[src/design/dlq_pkg.sv]
// shared types and constants for the deadline event queue
`timescale 1ns / 1ps
package dlq_pkg;

    localparam int SLOTS = 16;
    localparam int QCAP  = (SLOTS < 16) ? SLOTS : 16;
    localparam int CMD_W = 2;
    localparam int SL_W  = 4;
    localparam int DL_W  = 64;
    localparam int HD_W  = 16;

    typedef enum logic [CMD_W-1:0] {
        CMD_ADD    = 2'd0,
        CMD_REMOVE = 2'd1,
        CMD_CHECK  = 2'd2,
        CMD_NONE   = 2'd3
    } t_cmd;

    typedef enum logic [2:0] {
        OP_HOLD   = 3'd0,
        OP_MATCH  = 3'd1,
        OP_REMOVE = 3'd2,
        OP_CMP    = 3'd3,
        OP_INSERT = 3'd4,
        OP_POP    = 3'd5
    } t_cell_op;

    typedef struct packed {
        logic            valid;
        logic [DL_W-1:0] deadline;
        logic [HD_W-1:0] handler;
        logic [SL_W-1:0] slot;
    } t_entry;

    typedef struct packed {
        t_cell_op        op;
        logic [SL_W-1:0] key_slot;
        logic [DL_W-1:0] key_time;
        logic [HD_W-1:0] new_handler;
    } t_cell_ctl;

endpackage

[src/design/dlq_cell.sv]
// one position of the sorted event chain
`timescale 1ns / 1ps
module dlq_cell (
    input  logic              i_clk,
    input  logic              i_rst_n,
    input  dlq_pkg::t_cell_ctl i_ctl,
    input  dlq_pkg::t_entry   i_left,
    input  logic              i_left_le,
    input  dlq_pkg::t_entry   i_right,
    input  logic              i_right_le,
    input  logic              i_prev_hit,
    output dlq_pkg::t_entry   o_ent,
    output logic              o_le,
    output logic              o_hit,
    output logic              o_first
);
    import dlq_pkg::*;

    logic            r_valid;
    logic            r_le;
    logic            r_match;
    logic [DL_W-1:0] r_deadline;
    logic [HD_W-1:0] r_handler;
    logic [SL_W-1:0] r_slot;

    assign o_hit   = i_prev_hit | r_match;
    assign o_le    = r_le;
    assign o_first = i_left_le & ~r_le & r_valid;
    assign o_ent   = '{valid: r_valid, deadline: r_deadline, handler: r_handler, slot: r_slot};

    // flags
    always_ff @(posedge i_clk) begin
        if (!i_rst_n) begin
            r_valid <= 1'b0;
            r_le    <= 1'b0;
            r_match <= 1'b0;
        end else begin
            case (i_ctl.op)
                OP_MATCH: begin
                    r_match <= r_valid && (r_slot == i_ctl.key_slot);
                end
                OP_CMP: begin
                    r_le <= r_valid && (r_deadline <= i_ctl.key_time);
                end
                OP_REMOVE: begin
                    if (o_hit) begin
                        r_valid <= i_right.valid;
                    end
                end
                OP_INSERT: begin
                    if (!r_le) begin
                        r_valid <= i_left_le ? 1'b1 : i_left.valid;
                    end
                end
                OP_POP: begin
                    r_valid <= i_right.valid;
                    r_le    <= i_right_le;
                end
                default: begin
                end
            endcase
        end
    end

    // entry payload
    always_ff @(posedge i_clk) begin
        case (i_ctl.op)
            OP_REMOVE, OP_POP: begin
                if (o_hit || i_ctl.op == OP_POP) begin
                    r_deadline <= i_right.deadline;
                    r_handler  <= i_right.handler;
                    r_slot     <= i_right.slot;
                end
            end
            OP_INSERT: begin
                if (!r_le) begin
                    if (i_left_le) begin
                        r_deadline <= i_ctl.key_time;
                        r_handler  <= i_ctl.new_handler;
                        r_slot     <= i_ctl.key_slot;
                    end else begin
                        r_deadline <= i_left.deadline;
                        r_handler  <= i_left.handler;
                        r_slot     <= i_left.slot;
                    end
                end
            end
            default: begin
            end
        endcase
    end

endmodule

[config.mk]
export PLATFORM = sky130hd
export DESIGN_NAME = dlq_cell
export DESIGN_NICKNAME = d
export VERILOG_FILES = /design/src/design/dlq_pkg.sv /design/src/design/dlq_cell.sv
export SDC_FILE = /design/constraint.sdc
export NUM_CORES = 1
export LEC_CHECK = 0
export ABC_AREA = 1
export BUFFER_PORTS_ARGS = -buffer_cell sky130_fd_sc_hd__buf_2
export CELL_PAD_IN_SITES_DETAIL_PLACEMENT = 1
export CELL_PAD_IN_SITES_GLOBAL_PLACEMENT = 2
export CORE_MARGIN = 10
export CORE_UTILIZATION = 23
export DETAILED_ROUTE_END_ITERATION = 7
export GPL_TIMING_DRIVEN = 0
export PLACE_DENSITY = 0.77
export SYNTH_ARGS = -nofsm -noshare
export SYNTH_HDL_FRONTEND = slang
export SYNTH_SLANG_ARGS = --single-unit
[constraint.sdc]
create_clock -name i_clk -period 6.6 [get_ports i_clk]
set_input_delay 0.33 -clock i_clk [delete_from_list [all_inputs] [get_ports i_clk]]
set_output_delay 0.33 -clock i_clk [all_outputs]
set_load 0.05 [all_outputs]
* Yosys cells after proc, flatten, opt, wreduce, memory -nomap -nowiden *
Index checks and enable logic that the tools add are counted.

word-level totals
  register bits = 87
  bits in latches = 0
  memory bits (writable) = 0
  bits in read-only memories = 0
  input bits = 262
  output and inout port bits = 88
  word-level logic and storage cells = 46
  memories = 0

cells by class
  $add $sub $neg = 0
  multiply operators = 0
  divide/modulo/power cells = 0
  order comparisons = 1
  eq/ne operators = 9
  shift operators = 0
  multiplexer cells = 17
  bitwise operators = 4
  reductions and logical operators = 9

operators by type and width
  kind                  count
  $mux W64              3
  $pmux W64 S2          1
  $le A64 B64 Y1        1
  $mux W16              3
  $pmux W16 S2          1
  $mux W4               3
  $pmux W4 S2           1
  $eq A3 B2 Y1 const B  2
  $eq A3 B3 Y1 const B  2
  $ne A2 B2 Y1 const B  3
  $reduce_and A3 Y1     2
  $eq A4 B4 Y1          1
  $reduce_bool A2 Y1    2
  $eq A3 B1 Y1 const B  1
  $mux W1               3
  $pmux W1 S3           1
  $reduce_bool A3 Y1    1
  $and A1 B1 Y1         2
  $logic_and A1 B1 Y1   2
  $pmux W1 S2           1
  $reduce_or A2 Y1      1
  $logic_or A1 B1 Y1    1
  $not A1 Y1            1
  $or A1 B1 Y1          1

* Logic depth before layout (Yosys ltp) *
  word-level depth = 4
  depth in mapped cells = 18
  depth with buffers taken out = 18

* Worst setup path after synthesis *
No wires, ideal clock.

  path type = input-to-reg
  start point = input port i_prev_hit
  end point = register r_valid
  setup time = 113 ps
  arrival time = 5446 ps
  data required time = 6487 ps
  setup slack = 1041 ps
  cell stages on the path = 5
  buffers on the path = 0
  cell sequence = or2_2 > nand3_1 > a22oi_1 > o21ai_0 > a31oi_1

on the way
  cells in the longest elaborated chain, start to end = 3

RTL lines
  item                                line            RTL
  start, declared                     dlq_cell.sv:11  input logic i_prev_hit,
  $or A1 B1 Y1                        dlq_cell.sv:26  assign o_hit = i_prev_hit | r_match;
  $ne A2 B2 Y1 (no source line)       --
  $reduce_and A3 Y1 (no source line)  --
  end signal, assigned                dlq_cell.sv:47  r_valid <= i_right.valid;
  end signal, assigned                dlq_cell.sv:52  r_valid <= i_left_le ? 1'b1 : i_left.valid;
  end signal, assigned                dlq_cell.sv:56  r_valid <= i_right.valid;
  end, declared                       dlq_cell.sv:19  logic r_valid;

Every way passes these cells.
A chain may end at the register's enable or synchronous reset.

* Final worst setup path *
  start point = register r_match
  end point = register r_deadline[34], enable pin

on the way
  cells in the longest elaborated chain, start to end = 4

RTL lines
  item                                line            RTL
  start, declared                     dlq_cell.sv:21  logic r_match;
  start signal, assigned              dlq_cell.sv:40  r_match <= r_valid && (r_slot == i_ctl.key_slot);
  $or A1 B1 Y1                        dlq_cell.sv:26
  $logic_or A1 B1 Y1                  dlq_cell.sv:69  if (o_hit || i_ctl.op == OP_POP) begin
  $ne A2 B2 Y1 (no source line)       --
  $reduce_and A3 Y1 (no source line)  --
  end signal, assigned                dlq_cell.sv:70  r_deadline <= i_right.deadline;
  end signal, assigned                dlq_cell.sv:78  r_deadline <= i_ctl.key_time;
  end signal, assigned                dlq_cell.sv:82  r_deadline <= i_left.deadline;
  end, declared                       dlq_cell.sv:22  logic [DL_W-1:0] r_deadline;

Every way passes these cells.

==> flow_summary.yaml <==
timing:
  tightest_slew_ns: 0.8217
  relSlewSlack_pct: 45.22
  final_max_slew_viol_count: 0
  clock_skew_ns: 0.01466
  finalSetupViolCount: 0
  grt_setup_unrepaired: "false"
  fin_crit_sh_pct: 34.35
  fmax_mhz: 441.1
  period_minus_slack_ns: 2.267
  worst_slack_ns: 4.333
  hold_violations: 0
placed_design:
  postPlaceCellArea_sq_um: 8399
  port_buffers: 348
  place_ws_ns: 4.036
  place_hpwl_microns: 24430
  gp_congestion: 0.7962
route:
  antenna_left: 0
  wl_per_cell_microns: 19.62
  routed_wl_microns: 28980
  vias_per_cell: 4.538
  drc: 0
  first_iter_violations: 232
  num_vias: 6702
  dr.pass1.iters: 4
cells_and_area:
  syn2layout_area_growth_pct: 41.48
  final_area_sq_um: 8697
  regArea_sq_um: 2582
  drive_gt1_share_pct: 35.41
  fin_util_pct: 33.19
  final.fill_count: 3319
  multiInputGateArea_sq_um: 3047
  layout.nets: 1460
global_routing:
  antenna_found_initial: 9
  grt_max_degree: 17
  grt_pass1_wl_microns: 43080
  grt_use_total_pct: 16.64
  grt_pass1_vias: 7289
  gr-total-overflow: 0
pwr:
  p_leak_uw: 0.004378
  max-vdd-ir-drop_v: 0.00008198
  power_per_cell_area_nw_per_um2: 193.2
setup_path:
  cp.arrival_ns: 2.32
  required_ns: 6.65
  cp_max_fo: 14
  cp-end-kind: "flip-flop"
  start_kind: "flip-flop"
  path_class: "reg -> reg"
logic_synthesis:
  netlist_instances: 769
  synth_top_family_by_area: "simple AND/OR/NAND/NOR gates"
  syn_nets: 1095
  netlist_area_sq_um: 6147
  synth-simple-area-share_pct: 22.82
  synth_seq_cells: 87
  ys_seq_area_share_pct: 42.01
  synthAdderAreaFrac_pct: 13.03
  ys_warn_count: 0
  synth_compound_gate_area_share_pct: 13.07
  synth.area.mux_share_pct: 0
  synth.distinct_cells: 30
  syn_area_per_cell_sq_um: 7.994
  synth_xor_area_share_pct: 0.5699
floorplan:
  initial_core_util_pct: 23.46
  placementRows: 59
  die_y_microns: 183.5
  num_io_pins: 350
  die_x_microns: 183.5
  core_area_sq_um: 26210
  dieArea_sq_um: 33670
clock_network:
  cts_num_sinks: 87
  path_clk_slew_ns: 0.07
  clk_path_buf_depth: 2
  post_cts_resized: 0
  clock-root-buffer: "clkbuf_16"
  cts_tree: "done"
  cts_hold_buf: 0
  numCtsBuffers: 9
  worstSkewPairLatency_ns: 0.35
  cts_setup_buffers: 0
  ctsHtreeMaxLevel: 3
status:
  status: "finished, final reports clean"
flow_run:
  cap_violations: 0
hold_path:
  hold_class: "in -> reg"
==> power by group <==
part	leakage, uW	internal [uW]	total (uW)	switching [uW]
Clock	0.000135	291	535	244
Sequential	0.000816	650	669	18.8
Combinational	0.00343	165	477	312
==> cells in the mapped netlist <==
cell type / number / area share (%)
nand2_1: 230 / 14
buf_2: 19 / 1.5
dfxtp_1: 3 / 0.98
o21bai_1: 1 / 0.12
nand3b_1: 2 / 0.24
nor4_1: 2 / 0.20
nor2_1: 102 / 6.2
buf_6: 4 / 0.73
clkbuf_1: 12 / 0.73
a21oi_1: 30 / 2.4
a31oi_1: 85 / 8.7
a21boi_0: 1 / 0.12
buf_4: 3 / 0.37
a21oi_2: 1 / 0.14
nor2_4: 1 / 0.18
ha_1: 64 / 13
nor3_1: 3 / 0.24
nor3b_2: 1 / 0.20
nand3_1: 8 / 0.65
or2_2: 1 / 0.10
a21o_1: 1 / 0.12
inv_1: 81 / 4.9
xor2_1: 4 / 0.57
o21a_1: 3 / 0.37
inv_2: 3 / 0.18
edfxtp_1: 84 / 41
o21ai_0: 12 / 0.98
nor2_2: 1 / 0.10
nand4_1: 6 / 0.61
a22oi_1: 1 / 0.12
==> path summary, 6_finish.rpt <==
check | startpoint | endpoint | slack [ns] | cells past startpoint
worst min register to register | r_match | r_match | 0.49 | 2
worst max-delay path | r_match | r_deadline[34] | 4.33 | 7
worst max register to register | r_match | r_deadline[34] | 4.33 | 7
worst min-delay path | i_rst_n | r_valid | 0.26 | 3
==> critical path: stages (launching register included) <==
cell,delay (ns)
dfxtp_1,0.32
or2_2,0.12
nand3_1,0.08
a22oi_2,0.64
buf_8,0.24
buf_8,0.18
buf_8,0.19
buf_6,0.18
==> area by class of cell <==
type | instances | share of cell area (%)
inverter | 84 | 3.625
sequential | 87 | 29.69
buffer | 38 | 2.388
clock inverter | 6 | 0.7193
timing repair buffer | 354 | 21.02
multi-input combinational | 560 | 35.03
tap | 335 | 4.819
antenna | 4 | 0.1151
clock buffer | 9 | 2.590
==> layout by cell type (no fill, tap or decap), drive strengths merged, types with 4 or more instances in the layout <==
cell type / netlist / final
o21ai: 12 / 12
a21oi: 31 / 31
a31oi: 85 / 85
nand3: 8 / 8
buf: 26 / 380
xor2: 4 / 4
nand4: 6 / 6
ha: 64 / 64
diode: 0 / 4
nand2: 230 / 230
inv: 84 / 84
clkbuf: 12 / 21
nor2: 104 / 104
edfxtp: 84 / 84
==> flip-flops by register name, summed over array words and instances (netlist names) <==
name / flops
r_handler: 16
r_deadline: 64
r_slot: 4
r_match: 1
o_le: 1
r_valid: 1
==> cell families (layout without fill, tap and decap cells) <==
group,after synthesis,in the layout
and+or+nand+nor,357,357
AOI/OAI and AO/OA,135,135
buffers and inverters,122,491
DFF,87,87
adders and majority gates,64,64
xor gates and xnor gates,4,4
other,0,4
==> per-layer routing <==
metal	up-vias	routed length, microns	global-route usage (%)
met1	3107	11480	18.38
met5	-	75	0
li1	3337	-	-
met2	220	14480	29.52
met3	28	2510	6.067
met4	10	432	4.393
==> metrics by stage <==
stage                     hold slack [ns]  TNS (ns)  total power [uW]  std cells
after floorplan                    0.4466         0             969.7        769
final                              0.2566         0              1680       1477
after global routing               0.2784         0              1774       1476
after CTS                          0.2401         0              1711       1473
after detailed placement           0.4788         0              1166       1458
after global placement             0.4557   -173.16              1160       1452
No activity file was read; power rests on OpenSTA's default activity.
